$ cat src/sv/assert_macros.svh
// Assertion macros for the RTL of the steering block.
`ifndef ASSERT_MACROS_SVH
`define ASSERT_MACROS_SVH

`ifndef SYNTHESIS
// Check a property on every rising clock edge outside reset.
`define ASSERT_CLK(lbl, clk, rst_n, prop, msg) \
	lbl: assert property (@(posedge clk) disable iff (!(rst_n)) (prop)) else $error(msg);
// Check that a condition never holds outside reset.
`define ASSERT_NEVER(lbl, clk, rst_n, cond, msg) \
	lbl: assert property (@(posedge clk) disable iff (!(rst_n)) !(cond)) else $error(msg);
`else
`define ASSERT_CLK(lbl, clk, rst_n, prop, msg)
`define ASSERT_NEVER(lbl, clk, rst_n, cond, msg)
`endif

`endif

$ cat src/sv/lsps_pkg.sv
// Types, constants and helper functions of the line sensor PD steering block.
package lsps_pkg;

	localparam int SensorCount = 7;
	localparam int SampleW     = 10;
	localparam int CfgW        = 10;
	localparam int CfgIdxW     = 3;
	localparam int SumW        = 14;
	localparam int DiffW       = 15;
	localparam int SpeedW      = 25;
	localparam int ScaledW     = 20;

	typedef logic [SampleW-1:0]        sample_t;
	typedef logic [CfgW-1:0]           cfg_val_t;
	typedef logic [CfgIdxW-1:0]        cfg_idx_t;
	typedef logic signed [SumW-1:0]    esum_t;
	typedef logic signed [DiffW-1:0]   ediff_t;
	typedef logic signed [SpeedW-1:0]  speed_t;
	typedef logic [ScaledW-1:0]        scaled_t;
	typedef logic [SensorCount-1:0]    dark_vec_t;

	// Register indexes of the configuration port
	typedef enum logic [CfgIdxW-1:0] {
		CFG_RANGE_LOW    = 3'd0,
		CFG_RANGE_HIGH   = 3'd1,
		CFG_DETECT_LEVEL = 3'd2,
		CFG_BASE_SPEED   = 3'd3,
		CFG_KP_MILLI     = 3'd4,
		CFG_KD_MILLI     = 3'd5
	} cfg_reg_t;

	// Reset values of the configuration registers
	localparam cfg_val_t RangeLowRst    = 10'd300;
	localparam cfg_val_t RangeHighRst   = 10'd880;
	localparam cfg_val_t DetectLevelRst = 10'd70;
	localparam cfg_val_t BaseSpeedRst   = 10'd400;
	localparam cfg_val_t KpMilliRst     = 10'd100;
	localparam cfg_val_t KdMilliRst     = 10'd40;

	// Full scale of a normalised sample
	localparam cfg_val_t NormFull = 10'd1000;

	// Bound on the magnitude of an error sum
	localparam esum_t SumLimit = 14'sd5100;

	// Pattern of dark sensors, sensor one in bit zero
	localparam dark_vec_t HardLeftPat  = 7'b1100000;
	localparam dark_vec_t HardRightPat = 7'b0000011;

	// Steering weight of each sensor, in thousandths
	localparam esum_t SensorWeight [SensorCount] = '{
		14'sd2500, 14'sd1100, 14'sd500, 14'sd0, -14'sd500, -14'sd1100, -14'sd2500
	};

	// Decide whether a sample counts as dark. The normalised value
	// floor((v - lo) * 1000 / (hi - lo)) reaches a level of 1..1000 exactly
	// when (v - lo) * 1000 >= level * (hi - lo), so no divide is needed;
	// thr carries level * (hi - lo).
	function automatic logic sens_dark(
		input sample_t  v,
		input sample_t  lo,
		input logic     ordered,
		input cfg_val_t lvl,
		input scaled_t  thr
	);
		sample_t x;
		scaled_t scaled;
		logic    dark;
		x      = v - lo;
		scaled = ScaledW'(x) * ScaledW'(NormFull);
		if (lvl == '0) begin
			dark = 1'b1;
		end else if (lvl > NormFull) begin
			dark = 1'b0;
		end else if (v <= lo) begin
			dark = 1'b0;
		end else if (!ordered) begin
			dark = 1'b1;
		end else begin
			dark = (scaled >= thr);
		end
		return dark;
	endfunction

endpackage

$ cat src/sv/lsps_if.sv
// Channel interfaces of the steering block: sample frames, results, configuration.
interface lsps_sample_if;
	logic              valid;
	logic              ready;
	lsps_pkg::sample_t reflect_1;
	lsps_pkg::sample_t reflect_2;
	lsps_pkg::sample_t reflect_3;
	lsps_pkg::sample_t reflect_4;
	lsps_pkg::sample_t reflect_5;
	lsps_pkg::sample_t reflect_6;
	lsps_pkg::sample_t reflect_7;

	modport source (
		output valid, reflect_1, reflect_2, reflect_3, reflect_4, reflect_5,
			reflect_6, reflect_7,
		input  ready
	);
	modport sink (
		input  valid, reflect_1, reflect_2, reflect_3, reflect_4, reflect_5,
			reflect_6, reflect_7,
		output ready
	);
endinterface

interface lsps_result_if;
	logic             valid;
	logic             ready;
	lsps_pkg::speed_t right_wheel_speed;
	lsps_pkg::speed_t left_wheel_speed;
	logic             hard_left;
	logic             hard_right;

	modport source (
		output valid, right_wheel_speed, left_wheel_speed, hard_left, hard_right,
		input  ready
	);
	modport sink (
		input  valid, right_wheel_speed, left_wheel_speed, hard_left, hard_right,
		output ready
	);
endinterface

interface lsps_cfg_if;
	logic               valid;
	logic               ready;
	lsps_pkg::cfg_idx_t index;
	lsps_pkg::cfg_val_t data;

	modport source (
		output valid, index, data,
		input  ready
	);
	modport sink (
		input  valid, index, data,
		output ready
	);
endinterface

$ cat src/sv/line_sensor_pd_steering.sv
// Line sensor PD steering: four-stage pipeline from sample frame to wheel speeds.
// A frame passes the input, sum, product and output registers before its result is valid.
// Throughput: one frame per cycle while results are taken; a full stage holds while the next cannot move on.
// Stages: input register, dark detect and error sum, gain products, wheel speed sums.
// Reset clears the pipeline, sets the previous error sum to zero and the
// configuration registers to their default values.
`include "assert_macros.svh"

module line_sensor_pd_steering (
	input  logic                 clk,
	input  logic                 arst_n,
	lsps_sample_if.sink          sample,
	lsps_result_if.source        result,
	lsps_cfg_if.sink             cfg
);

	// Configuration registers
	lsps_pkg::cfg_val_t range_low_q;
	lsps_pkg::cfg_val_t range_high_q;
	lsps_pkg::cfg_val_t detect_level_q;
	lsps_pkg::cfg_val_t base_speed_q;
	lsps_pkg::cfg_val_t kp_milli_q;
	lsps_pkg::cfg_val_t kd_milli_q;

	// Pipeline valids and enables
	logic v_s1, v_s2, v_s3, out_v_q;
	logic en_1, en_2, en_3, en_o;

	// Stage payloads
	lsps_pkg::sample_t   samp_s1 [lsps_pkg::SensorCount];
	lsps_pkg::dark_vec_t dark_s2;
	lsps_pkg::esum_t     sum_s2;
	logic signed [24:0]  p_s3;
	logic signed [25:0]  d_s3;
	logic [19:0]         base_s3;
	logic                hl_s3, hr_s3;
	lsps_pkg::speed_t    right_q, left_q;
	logic                hl_q, hr_q;

	// Error sum of the previous frame
	lsps_pkg::esum_t     prev_q;

	// Combinational signals
	lsps_pkg::scaled_t   thr_c;
	lsps_pkg::sample_t   span_c;
	logic                ordered_c;
	lsps_pkg::dark_vec_t dark_c;
	lsps_pkg::esum_t     sum_c;
	lsps_pkg::ediff_t    diff_c;
	logic signed [24:0]  p_c;
	logic signed [25:0]  d_c;
	logic signed [10:0]  kp_s, kd_s;
	logic signed [25:0]  corr_c, base_c, right_c, left_c;

	// Configuration writes are always taken
	assign cfg.ready = 1'b1;

	always_ff @(posedge clk or negedge arst_n) begin
		if (!arst_n) begin
			range_low_q    <= lsps_pkg::RangeLowRst;
			range_high_q   <= lsps_pkg::RangeHighRst;
			detect_level_q <= lsps_pkg::DetectLevelRst;
			base_speed_q   <= lsps_pkg::BaseSpeedRst;
			kp_milli_q     <= lsps_pkg::KpMilliRst;
			kd_milli_q     <= lsps_pkg::KdMilliRst;
		end else if (cfg.valid) begin
			unique case (cfg.index)
				lsps_pkg::CFG_RANGE_LOW:    range_low_q    <= cfg.data;
				lsps_pkg::CFG_RANGE_HIGH:   range_high_q   <= cfg.data;
				lsps_pkg::CFG_DETECT_LEVEL: detect_level_q <= cfg.data;
				lsps_pkg::CFG_BASE_SPEED:   base_speed_q   <= cfg.data;
				lsps_pkg::CFG_KP_MILLI:     kp_milli_q     <= cfg.data;
				lsps_pkg::CFG_KD_MILLI:     kd_milli_q     <= cfg.data;
				default: ;
			endcase
		end
	end

	// Advance a stage when it is empty or the stage after it moves on
	assign en_o = !out_v_q || result.ready;
	assign en_3 = !v_s3 || en_o;
	assign en_2 = !v_s2 || en_3;
	assign en_1 = !v_s1 || en_2;
	assign sample.ready = en_1;

	always_ff @(posedge clk or negedge arst_n) begin
		if (!arst_n) begin
			v_s1    <= 1'b0;
			v_s2    <= 1'b0;
			v_s3    <= 1'b0;
			out_v_q <= 1'b0;
			prev_q  <= '0;
		end else begin
			if (en_1) v_s1 <= sample.valid;
			if (en_2) v_s2 <= v_s1;
			if (en_3) v_s3 <= v_s2;
			if (en_o) out_v_q <= v_s3;
			// keep the error sum of the frame that just left the sum stage
			if (en_3 && v_s2) prev_q <= sum_s2;
		end
	end

	// Dark detect: one shared threshold product, one compare per sensor
	assign span_c    = range_high_q - range_low_q;
	assign ordered_c = (range_high_q > range_low_q);
	assign thr_c     = lsps_pkg::ScaledW'(detect_level_q) * lsps_pkg::ScaledW'(span_c);

	always_comb begin
		sum_c = '0;
		for (int i = 0; i < lsps_pkg::SensorCount; i++) begin
			dark_c[i] = lsps_pkg::sens_dark(samp_s1[i], range_low_q, ordered_c,
				detect_level_q, thr_c);
			if (dark_c[i]) sum_c = sum_c + lsps_pkg::SensorWeight[i];
		end
	end

	// Gain products on the error sum and its change
	assign kp_s   = $signed({1'b0, kp_milli_q});
	assign kd_s   = $signed({1'b0, kd_milli_q});
	assign diff_c = lsps_pkg::DiffW'(sum_s2) - lsps_pkg::DiffW'(prev_q);
	assign p_c    = kp_s * sum_s2;
	assign d_c    = kd_s * diff_c;

	// Wheel speeds from base and correction
	assign corr_c  = 26'(p_s3) + d_s3;
	assign base_c  = $signed({6'b0, base_s3});
	assign right_c = base_c - corr_c;
	assign left_c  = base_c + corr_c;

	// Payload registers, loaded as their stage advances
	always_ff @(posedge clk) begin
		if (en_1 && sample.valid) begin
			samp_s1[0] <= sample.reflect_1;
			samp_s1[1] <= sample.reflect_2;
			samp_s1[2] <= sample.reflect_3;
			samp_s1[3] <= sample.reflect_4;
			samp_s1[4] <= sample.reflect_5;
			samp_s1[5] <= sample.reflect_6;
			samp_s1[6] <= sample.reflect_7;
		end
		if (en_2 && v_s1) begin
			dark_s2 <= dark_c;
			sum_s2  <= sum_c;
		end
		if (en_3 && v_s2) begin
			p_s3    <= p_c;
			d_s3    <= d_c;
			base_s3 <= 20'(base_speed_q) * 20'(lsps_pkg::NormFull);
			hl_s3   <= (dark_s2 == lsps_pkg::HardLeftPat);
			hr_s3   <= (dark_s2 == lsps_pkg::HardRightPat);
		end
		if (en_o && v_s3) begin
			right_q <= right_c[24:0];
			left_q  <= left_c[24:0];
			hl_q    <= hl_s3;
			hr_q    <= hr_s3;
		end
	end

	assign result.valid             = out_v_q;
	assign result.right_wheel_speed = right_q;
	assign result.left_wheel_speed  = left_q;
	assign result.hard_left         = hl_q;
	assign result.hard_right        = hr_q;

	// Checks
	`ASSERT_CLK(a_accept_fills_s1, clk, arst_n, (sample.valid && sample.ready) |=> v_s1, "accepted beat did not reach the input stage")
	`ASSERT_CLK(a_prev_holds, clk, arst_n, !(en_3 && v_s2) |=> $stable(prev_q), "previous error sum changed without a frame moving on")
	`ASSERT_CLK(a_sum_range, clk, arst_n, v_s2 |-> (sum_s2 <= lsps_pkg::SumLimit && sum_s2 >= -lsps_pkg::SumLimit), "error sum out of range")
	`ASSERT_NEVER(a_flags_excl, clk, arst_n, out_v_q && hl_q && hr_q, "both hard turn flags set")

endmodule
$ cat src/flat_wrapper.sv
// flat-port wrapper written by rule: the top's interface ports become plain ports
module line_sensor_pd_steering_flat 
  (clk, arst_n, sample_valid, sample_reflect_1, sample_reflect_2, sample_reflect_3, sample_reflect_4, sample_reflect_5, sample_reflect_6, sample_reflect_7, sample_ready, result_valid, result_right_wheel_speed, result_left_wheel_speed, result_hard_left, result_hard_right, result_ready, cfg_valid, cfg_index, cfg_data, cfg_ready);
  lsps_sample_if sample_i ();
  lsps_result_if result_i ();
  lsps_cfg_if cfg_i ();
  input  logic clk;
  input  logic arst_n;
  input wire logic [$bits(sample_i.valid)-1:0] sample_valid;
  input wire logic [$bits(sample_i.reflect_1)-1:0] sample_reflect_1;
  input wire logic [$bits(sample_i.reflect_2)-1:0] sample_reflect_2;
  input wire logic [$bits(sample_i.reflect_3)-1:0] sample_reflect_3;
  input wire logic [$bits(sample_i.reflect_4)-1:0] sample_reflect_4;
  input wire logic [$bits(sample_i.reflect_5)-1:0] sample_reflect_5;
  input wire logic [$bits(sample_i.reflect_6)-1:0] sample_reflect_6;
  input wire logic [$bits(sample_i.reflect_7)-1:0] sample_reflect_7;
  output wire logic [$bits(sample_i.ready)-1:0] sample_ready;
  output wire logic [$bits(result_i.valid)-1:0] result_valid;
  output wire logic [$bits(result_i.right_wheel_speed)-1:0] result_right_wheel_speed;
  output wire logic [$bits(result_i.left_wheel_speed)-1:0] result_left_wheel_speed;
  output wire logic [$bits(result_i.hard_left)-1:0] result_hard_left;
  output wire logic [$bits(result_i.hard_right)-1:0] result_hard_right;
  input wire logic [$bits(result_i.ready)-1:0] result_ready;
  input wire logic [$bits(cfg_i.valid)-1:0] cfg_valid;
  input wire logic [$bits(cfg_i.index)-1:0] cfg_index;
  input wire logic [$bits(cfg_i.data)-1:0] cfg_data;
  output wire logic [$bits(cfg_i.ready)-1:0] cfg_ready;
  assign sample_i.valid = sample_valid;
  assign sample_i.reflect_1 = sample_reflect_1;
  assign sample_i.reflect_2 = sample_reflect_2;
  assign sample_i.reflect_3 = sample_reflect_3;
  assign sample_i.reflect_4 = sample_reflect_4;
  assign sample_i.reflect_5 = sample_reflect_5;
  assign sample_i.reflect_6 = sample_reflect_6;
  assign sample_i.reflect_7 = sample_reflect_7;
  assign sample_ready = sample_i.ready;
  assign result_valid = result_i.valid;
  assign result_right_wheel_speed = result_i.right_wheel_speed;
  assign result_left_wheel_speed = result_i.left_wheel_speed;
  assign result_hard_left = result_i.hard_left;
  assign result_hard_right = result_i.hard_right;
  assign result_i.ready = result_ready;
  assign cfg_i.valid = cfg_valid;
  assign cfg_i.index = cfg_index;
  assign cfg_i.data = cfg_data;
  assign cfg_ready = cfg_i.ready;
  line_sensor_pd_steering u_core (.clk(clk), .arst_n(arst_n), .sample(sample_i), .result(result_i), .cfg(cfg_i));
endmodule
$ cat config.mk
export PLATFORM = sky130hd
export DESIGN_NAME = line_sensor_pd_steering_flat
export DESIGN_NICKNAME = d
export VERILOG_FILES = /design/src/sv/lsps_pkg.sv /design/src/sv/lsps_if.sv /design/src/sv/line_sensor_pd_steering.sv /design/src/flat_wrapper.sv
export VERILOG_INCLUDE_DIRS = /design/src /design/src/sv
export SDC_FILE = /design/constraint.sdc
export NUM_CORES = 2
export LEC_CHECK = 0
export BUFFER_PORTS_ARGS = -buffer_cell sky130_fd_sc_hd__buf_2
export CORE_ASPECT_RATIO = 1.25
export CORE_MARGIN = 2
export CORE_UTILIZATION = 42
export DETAILED_ROUTE_END_ITERATION = 8
export PLACE_DENSITY_LB_ADDON = 0.08
export SETUP_SLACK_MARGIN = 0.05
export SLEW_MARGIN = 5
export SYNTH_ARGS = -nofsm -noshare
export SYNTH_HDL_FRONTEND = slang
export SYNTH_SLANG_ARGS = --single-unit
$ cat constraint.sdc
create_clock -name clk -period 19.2 [get_ports clk]
set_input_delay 4.8 -clock clk [delete_from_list [all_inputs] [get_ports clk]]
set_output_delay 4.8 -clock clk [all_outputs]
set_load 0.03 [all_outputs]
==> impl_results.md <==
* Reg2reg end: u_core.sum_s2[13]
* Final hold violation count at 0
* Postcts setup bufs at 0
* Clk_skew at 0.02787 ns
* Max cap viols at 0
* Reg-to-reg setup timing slack at roughly 6.4 ns
* Yosys cell types at 96
* Setup TNS at 0 ns
* Post-synthesis async set-or-reset flop share at 27.44%
* Initial DRC count at 963
* Syn-to-layout area delta at 8.264%
* Post-DRT Antenna Nets at 0
* Minimum clock period at 12.79 ns
* Residual DRC at 0
* IO Count at between 100 and 150
* Worst-path maximum fanout at 16
* CTS root buf: clkbuf_16
* Resized cells post-CTS at 0
* FP Rows at 134
* CTS tree: built
* Synth warn at 0
* NumNets Final at 6095
* Most used cell, CP: inv_1
* Register area share after synthesis at between 10% and 20%
* WP data required at 19.56 ns
* CTS buffer count at 37
* Most frequent cells in the layout: inv_1, ha_1, fa_1
* Max Freq at 0.07818 GHz
* Yosys reg bits at 277
* Post-DR vias/cell at between 5 and 6
* Initial antenna violation count at 0
* Routed length per instance at 17.76 um
* Clock latency on the worst-skew pair at between 0.6 and 0.7 ns
* Yosys top cell by area: fa_1
* Delay-heaviest family, CP: compound AO/OA/AOI/OAI gates
* Initial Util at 42.25%
* Total Routing Usage GR at 20.59%
* First-pass GRT wire length at 178700 um
* Status: completed
* H-tree levels at 2
* Via count at 31200
* Routability congestion estimate at 0.8597
* HP Class: reg2reg
* Slew headroom at 23.54%
* Main area contributors after synthesis: fa_1, ha_1, edfxtp_1, inv_1, xnor2_1
* Worst hold path stage count at 0
* Pre-CTS setup slack at ~6.4 ns
* Post-DP HPWL at 93130 um
* Buffers & Inverters on Critical Path at 8
* Vias in the first global route at 33350
* Critical path startpoint category: flop
* Clk buf depth at 3
* Fin area at 48700 um2
* Synth Area per Inst at 9.843 um2
* RSZ-0062 raised after global routing: no
* Die height at 369.9 um
* Clock slew at reported path FFs at 0.08 ns
* Worst Min Path Start: u_core.hr_s3
* Die width at 296.7 um
* Worst Tran Pin Value at 1.132 ns
* Die footprint at 109700 um2
* Setup crit end kind: flop
* Routed WL at 109700 um
* Worst reg2reg startpoint: u_core.range_low_q[1]
* Post-synth top area share at 24.34%
* Ratio of cells with drive above 1 in the final layout at 7.709%
* Ys flop type: edfxtp_1
* Largest net degree at the start of global routing at 65
* Final setup violation count at 0
* Final period util at 66.62%
* Mapped Area at 44980 um2
* Leading cell type in the layout, fill and taps excluded: inv_1
* Num Clock Sinks at 277
* Worst Path Arrival at 13.15 ns
* Worst stage delay on the critical path at 0.52 ns
* Slowest cell on the critical path: or4_1
* Final slew viol count at 0
* Remaining global-route overflow at 0
* Post-CTS Hold Fix Bufs at 0
* Worst setup margin at about 6.4 ns
* Mapped Cells at about 4600
* First drt pass iteration count at 5
* Core area at 106500 um2
* Crit Path Class: reg2reg
* Placed Area at 47510 um2
* IO buf count at 137
* R2R depth at 52
* Worst hold endpoint: u_core.result.hard_right
* Ant diodes at 0
* Post-synth EDFFs at 201
-- cell families after synthesis --
| family | synth area share [%] |
|---|---|
| flops | 17.70 |
| mux | 1.444 |
| fa+ha+maj | 44.99 |
| xor+xnor | 5.981 |
| compound gates | 11.57 |
| simple gates | 10.34 |
| buf+inv | 7.955 |
| other cells | 0.01670 |
-- metal layers --
| metal | vias to the layer above | global-route usage, % | part of all wire [%] |
|---|---|---|---|
| li1 | 15420 | - | - |
| met3 | 127 | 1.683 | 2.2 |
| met4 | 0 | 6.697 | 3.3 |
| met2 | 358 | 39.09 | 52 |
| met1 | 15290 | 24.38 | 42 |
| met5 | - | 0 | 0 |
-- synthesized netlist by cell type, types with 7 or more instances --
cell type,instances
a2111oi_0,8
a211o_1,8
a211oi_1,32
a21boi_0,18
a21o_1,105
a21oi_1,201
a31oi_1,18
a41oi_1,8
and2_1,203
and3_1,17
buf_4,7
clkbuf_1,59
dfrtp_1,56
dfstp_2,20
edfxtp_1,201
fa_1,547
ha_1,739
inv_1,870
mux2_2,52
nand2_1,255
nand2b_1,49
nand3_1,37
nand4_1,22
nor2_1,167
nor2b_1,48
nor3_1,45
nor4_1,13
o211ai_1,20
o21a_1,39
o21ai_0,140
o21ai_1,7
o21bai_1,71
o311ai_0,7
o31a_1,12
o31ai_1,13
or2_2,11
or3_1,15
or4_1,9
xnor2_1,215
xor2_1,82
-- how the worst max path moves through the flow --
stage                          start           endpoint  slack, ns  depth (start not counted)
3_5_place_dp   u_core.range_low_q[1]  u_core.sum_s2[13]       6.40                         52
2_1_floorplan  u_core.range_low_q[1]  u_core.sum_s2[13]       7.47                         51
5_1_grt        u_core.range_low_q[1]  u_core.sum_s2[13]       5.41                         52
6_report       u_core.range_low_q[1]  u_core.sum_s2[13]       6.41                         52
4_1_cts        u_core.range_low_q[1]  u_core.sum_s2[13]       6.37                         52
3_3_place_gp   u_core.range_low_q[1]  u_core.sum_s2[13]       6.49                         52
-- stage by stage --
| stage | hold slack, ns | util, % | instances |
|---|---|---|---|
| final | 0.4096 | 45.74 | 6176 |
| after global routing | 0.4264 | 45.74 | 6176 |
| after CTS | 0.4082 | 45.74 | 6176 |
| after detailed placement | 0.4117 | 44.63 | 6110 |
| after global placement | 0.4011 | 44.63 | 6110 |
| after floorplan | 0.4003 | - | 4573 |
-- final cells by class --
cell class	instances	area [um2]
clock buffer	47	1015
timing repair buffer	181	1018
inverter	873	3278
multi-input combinational	3351	33470
clock inverter	19	168.9
sequential	277	7963
tap	1428	1787
fill	10370	57770
-- flip-flops by register name (all words and copies together) (netlist names), 7 cells and up --
register and count:
u_core.samp_s1 70, u_core.d_s3 23, u_core.p_s3 23, u_core.result.left_wheel_speed 23, u_core.result.right_wheel_speed 22, u_core.base_s3 17
u_core.prev_q 12, u_core.sum_s2 12, u_core.base_speed_q 10, u_core.detect_level_q 10, u_core.kd_milli_q 10, u_core.kp_milli_q 10
u_core.range_high_q 10, u_core.range_low_q 10, u_core.dark_s2 7
-- worst register-to-register path: cells and delay by family, from the launching register on --
kind | cells | cell delay (ns)
AO/OA/AOI/OAI | 19 | 4.08
adder cells (fa/ha/maj) | 10 | 3.96
AND/OR/NAND/NOR | 11 | 2.37
buffers and inverters | 8 | 1.02
XOR/XNOR | 4 | 0.71
flip-flops | 1 | 0.39
Power is left out: the tool's default activity adds up to more than one toggle a clock period on the data nets, which glitch-free logic cannot reach.
